`src/hdl/xsf_pkg.sv`:
```
// Package for the XOR sprite framebuffer: geometry constants, codes, tables and shared types.
`timescale 1ns / 1ps
`default_nettype none

package xsf_pkg;

    localparam int SCREEN_WIDTH  = 64;
    localparam int SCREEN_HEIGHT = 32;
    localparam int ROW_BYTES     = SCREEN_WIDTH / 8;
    localparam int STORE_BYTES   = ROW_BYTES * SCREEN_HEIGHT;
    localparam int ADDR_W        = (STORE_BYTES > 1) ? $clog2(STORE_BYTES) : 1;

    localparam int S_DATA_W = 40;
    localparam int M_DATA_W = 16;
    localparam int PADDR_W  = 3;

    typedef enum logic [1:0] {
        CMD_DRAW  = 2'd0,
        CMD_CLEAR = 2'd1,
        CMD_READ  = 2'd2,
        CMD_FETCH = 2'd3
    } cmd_t;

    // Register select is taken from paddr[2].
    localparam logic REG_WRAP_H = 1'b0;
    localparam logic REG_WRAP_V = 1'b1;

    typedef logic [255:0][7:0] mod_tab_t;

    // Builds a table of i modulo m for every 8-bit i, by counting.
    function automatic mod_tab_t build_mod(input int m);
        mod_tab_t tab;
        int       r;
        r = 0;
        for (int i = 0; i < 256; i++)
        begin
            tab[i] = 8'(r);
            r = r + 1;
            if (r == m)
            begin
                r = 0;
            end
        end
        return tab;
    endfunction

    localparam mod_tab_t X_MOD = build_mod(SCREEN_WIDTH);
    localparam mod_tab_t Y_MOD = build_mod(SCREEN_HEIGHT);

    typedef struct packed {
        logic              on_screen;
        logic              second;
        logic [ADDR_W-1:0] addr0;
        logic [ADDR_W-1:0] addr1;
        logic [7:0]        bits0;
        logic [7:0]        bits1;
    } geom_t;

endpackage

`default_nettype wire

```
`src/hdl/xsf_geom.sv`:
```
// Placement logic for one sprite row: wrap, reject, drop, byte addresses and shifted bits.
`timescale 1ns / 1ps
`default_nettype none

module xsf_geom
    import xsf_pkg::*;
(
    input  wire logic [7:0] pos_x,
    input  wire logic [7:0] pos_y,
    input  wire logic [3:0] row_index,
    input  wire logic [7:0] sprite_bits,
    input  wire logic       wrap_horizontal,
    input  wire logic       wrap_vertical,
    output geom_t           geom
);

    logic        reject;
    logic [7:0]  x_w;
    logic [7:0]  y_w;
    logic [8:0]  line;
    logic [2:0]  sh;
    logic        last_col;
    logic [15:0] pos_full;
    logic [15:0] pos_next;
    logic [15:0] shifted;

    always_comb
    begin
        reject = (!wrap_horizontal && (9'(pos_x) >= 9'(SCREEN_WIDTH))) ||
                 (!wrap_vertical && (9'(pos_y) >= 9'(SCREEN_HEIGHT)));
        x_w = wrap_horizontal ? X_MOD[pos_x] : pos_x;
        y_w = wrap_vertical ? Y_MOD[pos_y] : pos_y;
        line = 9'(y_w) + 9'(row_index);
        sh = x_w[2:0];
        last_col = 9'(x_w) >= 9'(SCREEN_WIDTH - 8);
        pos_full = 16'(ROW_BYTES) * 16'(line) + 16'(x_w[7:3]);
        // On the last byte column the right byte wraps to the start of the same row.
        pos_next = last_col ? (pos_full + 16'd1 - 16'(ROW_BYTES)) : (pos_full + 16'd1);
        shifted = {sprite_bits, 8'h00} >> sh;

        geom.on_screen = !reject && (line < 9'(SCREEN_HEIGHT));
        geom.second = geom.on_screen && (sh != 3'd0) && (!last_col || wrap_horizontal);
        geom.addr0 = pos_full[ADDR_W-1:0];
        geom.addr1 = pos_next[ADDR_W-1:0];
        geom.bits0 = shifted[15:8];
        geom.bits1 = shifted[7:0];
    end

endmodule

`default_nettype wire

```
`src/hdl/xor_sprite_framebuffer.sv`:
```
// Top level of the XOR sprite framebuffer: command sequencer, frame memory and output register.
`timescale 1ns / 1ps
`default_nettype none

// A 1-bit-per-pixel framebuffer driven by one command per input transaction.
// Input: s_tuser carries the command, s_tdata the draw and read fields.
// Output: one result transaction per command on m_tdata (hit, read_byte, dirty).
// Configuration: two APB registers, wrap_horizontal at 0x0 and wrap_vertical at 0x4.
// One command is in work at a time; s_tready is high while the sequencer is idle.
// Each accepted command steps from idle through the states it needs: a draw row that
// touches two bytes passes S_B0 and S_B1, a one-byte draw row or a read passes S_B0,
// and clear, fetch and a draw row that is rejected or below the screen go to S_OUT. The
// steps come from the read-modify-write of each byte through the frame memory, which has
// one read and one write port and whose read data arrives in the cycle after the address.
// The result is loaded into the output register from S_OUT once that register is free.
// Clear takes effect at once through a valid bit per byte, so it needs no sweep.
// Reset clears all bytes, sets the changed flag, clears the hit flag and sets both
// wrap registers. A result waits in the output register while m_tready is low;
// the next command may be accepted meanwhile but finishes only once the register frees.
module xor_sprite_framebuffer
    import xsf_pkg::*;
(
    input  wire logic                clk,
    input  wire logic                rst_n,
    input  wire logic                s_tvalid,
    output logic                     s_tready,
    // s_tdata: pos_x, pos_y, row_index, sprite_bits, byte_address, zero padding
    input  wire logic [S_DATA_W-1:0] s_tdata,
    // s_tuser: command
    input  wire logic [1:0]          s_tuser,
    output logic                     m_tvalid,
    input  wire logic                m_tready,
    // m_tdata: hit, read_byte, dirty, zero padding
    output logic [M_DATA_W-1:0]      m_tdata,
    input  wire logic                psel,
    input  wire logic                penable,
    input  wire logic                pwrite,
    input  wire logic [PADDR_W-1:0]  paddr,
    input  wire logic [31:0]         pwdata,
    output logic [31:0]              prdata,
    output logic                     pready
);

    typedef enum logic [3:0] {
        S_IDLE = 4'b0001,
        S_B0   = 4'b0010,
        S_B1   = 4'b0100,
        S_OUT  = 4'b1000
    } state_t;

    state_t state_reg, state_next;

    logic wrap_h_reg, wrap_v_reg;
    logic hit_reg, dirty_reg;

    cmd_t       cmd_in;
    logic [7:0] pos_x, pos_y, sprite_bits, byte_address;
    logic [3:0] row_index;
    logic       accept;
    geom_t      geom;

    cmd_t  cmd_reg;
    geom_t geom_reg;
    logic  in_range_reg;
    logic  res_dirty_reg;
    logic [7:0] res_byte_reg;
    logic  fwd_reg;
    logic [7:0] fwd_data_reg;

    logic [7:0] mem [STORE_BYTES];
    logic [STORE_BYTES-1:0] valid_reg;
    logic [7:0]        mem_q;
    logic [ADDR_W-1:0] raddr, raddr_q;
    logic              we;
    logic [ADDR_W-1:0] waddr;
    logic [7:0]        wdata;
    logic [7:0]        rdata;
    logic [7:0]        b1_old;

    logic out_valid_reg;
    logic [M_DATA_W-1:0] out_data_reg;
    logic out_load;

    assign cmd_in       = cmd_t'(s_tuser);
    assign pos_x        = s_tdata[7:0];
    assign pos_y        = s_tdata[15:8];
    assign row_index    = s_tdata[19:16];
    assign sprite_bits  = s_tdata[27:20];
    assign byte_address = s_tdata[35:28];

    assign s_tready = (state_reg == S_IDLE);
    assign accept   = s_tvalid && s_tready;

    xsf_geom u_geom (
        .pos_x           (pos_x),
        .pos_y           (pos_y),
        .row_index       (row_index),
        .sprite_bits     (sprite_bits),
        .wrap_horizontal (wrap_h_reg),
        .wrap_vertical   (wrap_v_reg),
        .geom            (geom)
    );

    // APB registers.
    assign pready = 1'b1;
    assign prdata = (paddr[2] == REG_WRAP_V) ? {31'd0, wrap_v_reg} : {31'd0, wrap_h_reg};

    always_ff @(posedge clk or negedge rst_n)
    begin
        if (!rst_n)
        begin
            wrap_h_reg <= 1'b1;
            wrap_v_reg <= 1'b1;
        end
        else if (psel && penable && pwrite && pready)
        begin
            if (paddr[2] == REG_WRAP_H)
            begin
                wrap_h_reg <= pwdata[0];
            end
            else
            begin
                wrap_v_reg <= pwdata[0];
            end
        end
    end

    // Memory read and write ports.
    assign rdata  = valid_reg[raddr_q] ? mem_q : 8'h00;
    assign b1_old = fwd_reg ? fwd_data_reg : rdata;

    always_comb
    begin
        raddr = geom.addr0;
        we    = 1'b0;
        waddr = geom_reg.addr0;
        wdata = rdata ^ geom_reg.bits0;
        case (state_reg)
            S_IDLE:
            begin
                raddr = (cmd_in == CMD_READ) ? ADDR_W'(byte_address) : geom.addr0;
            end
            S_B0:
            begin
                raddr = geom_reg.addr1;
                we    = (cmd_reg == CMD_DRAW);
            end
            S_B1:
            begin
                raddr = geom_reg.addr1;
                we    = 1'b1;
                waddr = geom_reg.addr1;
                wdata = b1_old ^ geom_reg.bits1;
            end
            default:
            begin
                raddr = geom_reg.addr1;
            end
        endcase
    end

    always_ff @(posedge clk)
    begin
        mem_q   <= mem[raddr];
        raddr_q <= raddr;
        if (we)
        begin
            mem[waddr] <= wdata;
        end
    end

    always_ff @(posedge clk or negedge rst_n)
    begin
        if (!rst_n)
        begin
            valid_reg <= '0;
        end
        else if (accept && (cmd_in == CMD_CLEAR))
        begin
            valid_reg <= '0;
        end
        else if (we)
        begin
            valid_reg[waddr] <= 1'b1;
        end
    end

    // Sequencer.
    always_comb
    begin
        state_next = state_reg;
        case (state_reg)
            S_IDLE:
            begin
                if (accept)
                begin
                    if (cmd_in == CMD_READ || (cmd_in == CMD_DRAW && geom.on_screen))
                    begin
                        state_next = S_B0;
                    end
                    else
                    begin
                        state_next = S_OUT;
                    end
                end
            end
            S_B0:
            begin
                state_next = (cmd_reg == CMD_DRAW && geom_reg.second) ? S_B1 : S_OUT;
            end
            S_B1:
            begin
                state_next = S_OUT;
            end
            S_OUT:
            begin
                if (out_load)
                begin
                    state_next = S_IDLE;
                end
            end
            default:
            begin
                state_next = S_IDLE;
            end
        endcase
    end

    always_ff @(posedge clk or negedge rst_n)
    begin
        if (!rst_n)
        begin
            state_reg <= S_IDLE;
            hit_reg   <= 1'b0;
            dirty_reg <= 1'b1;
        end
        else
        begin
            state_reg <= state_next;
            if (accept)
            begin
                case (cmd_in)
                    CMD_DRAW:
                    begin
                        if (row_index == 4'd0)
                        begin
                            hit_reg <= 1'b0;
                        end
                        // A draw row that is not rejected marks the screen changed,
                        // even when it falls below the bottom edge.
                        if (!(!wrap_h_reg && (9'(pos_x) >= 9'(SCREEN_WIDTH))) &&
                            !(!wrap_v_reg && (9'(pos_y) >= 9'(SCREEN_HEIGHT))))
                        begin
                            dirty_reg <= 1'b1;
                        end
                    end
                    CMD_CLEAR:
                    begin
                        dirty_reg <= 1'b1;
                    end
                    CMD_FETCH:
                    begin
                        dirty_reg <= 1'b0;
                    end
                    default:
                    begin
                    end
                endcase
            end
            if (state_reg == S_B0 && cmd_reg == CMD_DRAW &&
                ((rdata & geom_reg.bits0) != 8'h00))
            begin
                hit_reg <= 1'b1;
            end
            if (state_reg == S_B1 && ((b1_old & geom_reg.bits1) != 8'h00))
            begin
                hit_reg <= 1'b1;
            end
        end
    end

    // Command payload and result fields.
    always_ff @(posedge clk)
    begin
        if (accept)
        begin
            cmd_reg       <= cmd_in;
            geom_reg      <= geom;
            in_range_reg  <= 32'(byte_address) < STORE_BYTES;
            res_dirty_reg <= (cmd_in == CMD_FETCH) ? dirty_reg : 1'b0;
            res_byte_reg  <= 8'h00;
        end
        if (state_reg == S_B0)
        begin
            if (cmd_reg == CMD_READ && in_range_reg)
            begin
                res_byte_reg <= rdata;
            end
            // When both bytes share one address the second read misses this write.
            fwd_reg      <= (geom_reg.addr1 == geom_reg.addr0);
            fwd_data_reg <= wdata;
        end
    end

    // Output register.
    assign out_load = (state_reg == S_OUT) && (!out_valid_reg || m_tready);

    always_ff @(posedge clk or negedge rst_n)
    begin
        if (!rst_n)
        begin
            out_valid_reg <= 1'b0;
        end
        else if (out_load)
        begin
            out_valid_reg <= 1'b1;
        end
        else if (m_tready)
        begin
            out_valid_reg <= 1'b0;
        end
    end

    always_ff @(posedge clk)
    begin
        if (out_load)
        begin
            out_data_reg <= {6'd0, res_dirty_reg, res_byte_reg,
                             (cmd_reg == CMD_DRAW) ? hit_reg : 1'b0};
        end
    end

    assign m_tvalid = out_valid_reg;
    assign m_tdata  = out_data_reg;

endmodule

`default_nettype wire

```
`config.mk`:
```
export PLATFORM = sky130hd
export DESIGN_NAME = xor_sprite_framebuffer
export DESIGN_NICKNAME = d
export VERILOG_FILES = /design/src/hdl/xsf_pkg.sv /design/src/hdl/xsf_geom.sv /design/src/hdl/xor_sprite_framebuffer.sv
export SDC_FILE = /design/constraint.sdc
export NUM_CORES = 2
export LEC_CHECK = 0
export CAP_MARGIN = 0
export CORE_MARGIN = 5
export CORE_UTILIZATION = 53
export DETAILED_ROUTE_END_ITERATION = 7
export DONT_BUFFER_PORTS = 1
export PLACE_DENSITY = 0.66
export SETUP_SLACK_MARGIN = 0.5
export SLEW_MARGIN = 15
export SYNTH_ARGS = -nofsm -noshare
export SYNTH_HDL_FRONTEND = slang
export SYNTH_SLANG_ARGS = --single-unit
export TNS_END_PERCENT = 1
```
`constraint.sdc`:
```
create_clock -name clk -period 32.7 [get_ports clk]
set_input_delay 9.81 -clock clk [delete_from_list [all_inputs] [get_ports clk]]
set_output_delay 9.81 -clock clk [all_outputs]
set_load 0.02 [all_outputs]
```
**Word-level counts from Yosys, hierarchy flattened**

Memories as Yosys holds them, arrays and structs flattened. A register that Yosys moved wholly into a read port is not among the register bits.
Cells that the tools add are included.

- Register bits after elaboration: 336
- Bits in writable memories: 2048
- ROM bits: 4096
- Bits of input ports: 84
- Output and inout bits: 51
- Word-level logic and storage cells: 138
- Memories kept: 3

Memories:

| memory | words | width | read ports | clocked after Yosys merged registers in | write ports | RTL line | text |
|---|---|---|---|---|---|---|---|
| (no name shown) | 256 | 8 | 1 | 0 | 0 | xsf_geom.sv:31 | `x_w = wrap_horizontal ? X_MOD[pos_x] : pos_x;` |
| (no name shown) | 256 | 8 | 1 | 0 | 0 | xsf_geom.sv:32 | `y_w = wrap_vertical ? Y_MOD[pos_y] : pos_y;` |
| mem | 256 | 8 | 1 | 1 | 1 | xor_sprite_framebuffer.sv:70 | `logic [7:0] mem [STORE_BYTES];` |

- Add/sub/neg operators: 4
- Magnitude comparators: 9
- Equal/unequal tests: 12
- Shifts and indexed selects: 1
- Mux-type cells: 38
- Bitwise gates (word level): 6
- Reductions and logical operators: 45

Operators by type and width:

| operator | count |
|---|---|
| $mux 256 | 2 |
| $or 256x256->256 | 1 |
| $mux 8 | 14 |
| $lt 8x9->1 const B | 4 |
| $logic_and 1x1->1 | 17 |
| $and 8x8->8 | 2 |
| $ge 8x6->1 const B | 2 |
| $mux 4 | 4 |
| $pmux 4 s4 | 1 |
| $reduce_bool 8->1 | 2 |
| $shr 16x3->16 | 1 |
| $xor 8x8->8 | 2 |
| $reduce_bool 3->1 | 5 |
| $mux 1 | 13 |
| $add 8x4->9 | 1 |
| $lt 9x6->1 const B | 1 |
| $add 8x1->8 const B | 1 |
| $add 8x5->8 | 1 |
| $bmux 1 s8 | 1 |
| $demux 1 s8 | 1 |
| $eq 8x8->1 | 1 |
| $ge 8x1->1 const B | 1 |
| $ge 8x7->1 const B | 1 |
| $sub 8x4->8 const B | 1 |
| 18 further kinds | 35 |

**Logic depth before layout (Yosys ltp)**

- Depth in word-level cells: 11
- Gate-level depth with buffers: 16

**Modules after synthesis**

Synthesis repeated with hierarchy kept, for this count alone.

- Cell total of the unflattened synthesis: 6273
- Area total of the unflattened synthesis: 96480.0 µm²

Modules (own cells, without submodules):

| module | times used | cells an instance | area an instance (µm²) | seq. area each (µm²) |
|---|---|---|---|---|
| xor_sprite_framebuffer | 1 | 6137 | 95564.2 | 70267.4 |
| xsf_geom | 1 | 136 | 915.9 | 0.0 |

**Worst setup path before layout**

Ideal clock, no wire load.

- Path kind: in2out
- Start point: in paddr[2]
- End point: out prdata[0]
- Arrival time: 10.175 ns
- Data required time: 22.890 ns
- Slack: 12.715 ns
- Stages on the path: 1
- Buffers on the path: 0
- Cell sequence: mux2_2

- Cells in the longest elaborated chain, start to end: 1

RTL lines:

| what | RTL line | text |
|---|---|---|
| start: declaration | xor_sprite_framebuffer.sv:38 | `input wire logic [PADDR_W-1:0] paddr,` |
| $mux 1 | xor_sprite_framebuffer.sv:106 | `assign prdata = (paddr[2] == REG_WRAP_V) ? {31'd0, wrap_v_reg} : {31'd0, wrap_h_reg};` |
| end: declaration | xor_sprite_framebuffer.sv:40 | `output logic [31:0] prdata,` |

No other way between the ends.

**Worst setup path in the final report**

Same ends and word-level chain as after synthesis.

==> flow_summary_export.csv <==
group,metric,value,unit
timing,worst_pin_slew,1.29,ns
critical_path,regToRegStartpoint,"raddr_q[1]",
job,drv_cap,0,
detailed_routing,postRouteAntennaNets,0,
critical_path,crit_slowest_cell,"mux2_2",
grt,grt_pass1_wl,409,mm
outcome,status,"completed",
detailed_routing,routed_wl,285,mm
detailed_routing,drt-initial-drc-count,8194,
die,die-area,194000,µm²
placement,placed_area,100000,µm²
synth,yosysSeqAreaShare,71.5,%
clock_network,h-tree-depth,4,
critical_path,reg2reg_depth,15,
synth,synth-edff-count,2102,
critical_path,crit_required,22.89,ns
synth,synth-seq-cells,2391,
detailed_routing,wl_per_cell,31.1,µm
critical_path,critPathKind,"in -> out",
synth,yosys.area.top_type,"edfxtp_1",
clock_network,cts_setup_buffers,0,
critical_path,r2r_end,"mem[38][3]",
hold_path,hold_path_depth,0,
clock_network,insertion_delay,0.88,ns
die,die_h,441,µm
placement,io_buffer_count,0,
critical_path,reg2reg_slack,24.60,ns
power,switching_share,37.6,%
critical_path,crit_buf_inv,0,
synth,synthTopCellsByArea,"edfxtp_1, dfrtp_1, mux2i_1",
die,fp.coreArea,185000,µm²
detailed_routing,vias,60687,
clock_network,hold_buffers,0,
timing,rsz0062_at_grt,"no",
timing,tns,0,ns
die,pin_count,135,
synth,yosysWarnings,0,
die,row_count,158,
critical_path,path_cells,"mux2_2",
clock_network,cts_sinks,2391,
timing,setup_ws,12.71,ns
placement,dp_hpwl,164,mm
critical_path,crit_family,"multiplexers",
grt,grt_max_degree,266,
timing,finClkSkew,0.0313,ns
critical_path,critPathArrivalTime,10.18,ns
die,start_util,53.2,%
clock_network,root_buffer,"clkbuf_16",
cells_and_area,area_growth,9.88,%
clock_network,numCtsBuffers,230,
power,power,10.2,mW
timing,setup_violations,0,
cells_and_area,largest_reg_flops,2048,
grt,grt-ovfl-total,0,
synth,syn_avg_cell_area,14.9,µm²
power,power_frac_seq,38.2,%
power,p_per_area,94.6,nW/µm²
timing,slew-limit-headroom,11.9,%
clock_network,cts_buffer_depth,3,
cells_and_area,final_util,58.4,%
synth,synth_top_area_share,64.2,%
grt,antenna_found_initial,11,
timing,finalHoldViolCount,0,
clock_network,cts_tree,"yes",
power,p_clk_share,26.0,%
synth,yosysUniqueCellTypes,81,
timing,slew_violations,0,
detailed_routing,drtPass1Iterations,6,
grt,grt.total_usage,29.0,%
power,p_sw,3.84,mW
hold_path,holdPathEnd,"m_tdata[9]",
critical_path,crit_cells,1,
die,die_x,441,µm
critical_path,cp_max_fo,3,
synth,synthArstFlopShare,11.1,%
cells_and_area,final_layout_size_suffix_gt1_share,12.9,%
power,ir_worst_vdd,0.0956,mV
critical_path,slowest_delay,0.37,ns
critical_path,crit_path_start_kind,"primary input",
cells_and_area,layout_commonest_cell,"edfxtp_1",
placement,pre_cts_slack,12.71,ns
power,internal_power,6.38,mW
power,combPwrFrac,35.8,%
detailed_routing,viasPerCell,6.63,
synth,netlist_area,98200,µm²
clock_network,clkTransAtPathRegs,0.06,ns
hold_path,worstHoldStart,"res_dirty_reg",
placement,routabilityCongestion,0.856,
grt,first_global_vias,57738,
clock_network,ctsResizeCount,0,
cells_and_area,design_area,108000,µm²
timing,clock.fmax,50.0,MHz
power,leakagePower,37.0,nW
synth,synth_ff_type,"edfxtp_1",
cells_and_area,nNetsFinal,6567,
detailed_routing,post-route-drc-count,0,
critical_path,end_kind,"primary output",
cells_and_area,layout_common_cells,"edfxtp_1, nand2_1, a21oi_1, mux2i_1, nand3_1",
timing,min_period,19.99,ns
synth,synth_cells,6580,
timing,period_share,61.1,%
hold_path,hold_class,"reg -> reg",
[cell type report]
| class | instances | area, µm² |
|---|---|---|
| fill | 14027 | 76900 |
| sequential | 2391 | 70200 |
| multi-input combinational | 3681 | 25800 |
| clock buffer | 356 | 6790 |
| tap | 2480 | 3100 |
| timing repair buffer | 130 | 1040 |
| clock inverter | 85 | 798 |
| inverter | 24 | 121 |
| antenna | 10 | 25.0 |
[synth_stat cells, drive strengths merged (16+ instances only)]
| cell | instances |
|---|---|
| ha | 23 |
| dfrtp | 261 |
| and3 | 88 |
| o221a | 145 |
| nor2 | 286 |
| mux2i | 385 |
| o21ai | 302 |
| dfxtp | 24 |
| a31o | 28 |
| inv | 23 |
| o32ai | 23 |
| nand3 | 316 |
| a22oi | 63 |
| nor3 | 16 |
| a21oi | 393 |
| o21a | 256 |
| nand2 | 583 |
| o221ai | 33 |
| a22o | 105 |
| and2 | 35 |
| edfxtp | 2102 |
| nand4 | 33 |
| a31oi | 37 |
| a211oi | 83 |
| o22ai | 16 |
| mux4 | 134 |
| clkbuf | 276 |
| xnor2 | 18 |
| buf | 244 |
| a2111oi | 46 |
| nand2b | 29 |
| o2111a | 18 |
[metrics by stage]
step | std cells | hold WS (ns)
after detailed placement | 8706 | 0.436
after global routing | 9153 | 0.458
after CTS | 9147 | 0.450
after floorplan | 6616 | 0.400
after global placement | 8706 | 0.405
final | 9157 | 0.440
[cells by family (layout without fill, tap and decap cells)]
logic type	Yosys count	count (layout)	share of synthesized area [%]
adder cells (fa/ha/maj)	25	25	0.334
other	2	48	0.00764
XOR/XNOR	22	22	0.210
AO/OA/AOI/OAI	1614	1614	11.5
AND/OR/NAND/NOR	1448	1448	6.65
flip-flops	2391	2391	71.5
buffers and inverters	544	595	2.63
multiplexers	534	534	7.17
[power by group through the flow]
stage | combinational [mW] | clock [mW] | sequential, mW
after floorplan | 2.22 | 0 | 4.06
after detailed placement | 3.58 | 0 | 3.96
after global placement | 3.52 | 0 | 3.95
final | 3.66 | 2.66 | 3.90
after CTS | 3.59 | 2.68 | 3.89
after global routing | 3.82 | 2.81 | 3.90
[per-layer routing]
| layer | global-route usage, % | vias to the layer above | share of wire [%] |
|---|---|---|---|
| met5 | 0 | - | 0.0046 |
| met4 | 12.3 | 2 | 4.7 |
| met3 | 6.92 | 615 | 11 |
| met2 | 43.4 | 3538 | 45 |
| met1 | 41.2 | 31143 | 39 |
| li1 | - | 25389 | - |
[worst max-delay path by stage]
stage                   from         to  slack [ns]
floorplan           paddr[2]  prdata[0]       12.72
global placement    paddr[2]  prdata[0]       12.71
detailed placement  paddr[2]  prdata[0]       12.71
CTS                 paddr[2]  prdata[0]       12.71
global route        paddr[2]  prdata[0]       12.71
finish              paddr[2]  prdata[0]       12.71
No activity file was read; power rests on OpenSTA's default activity.
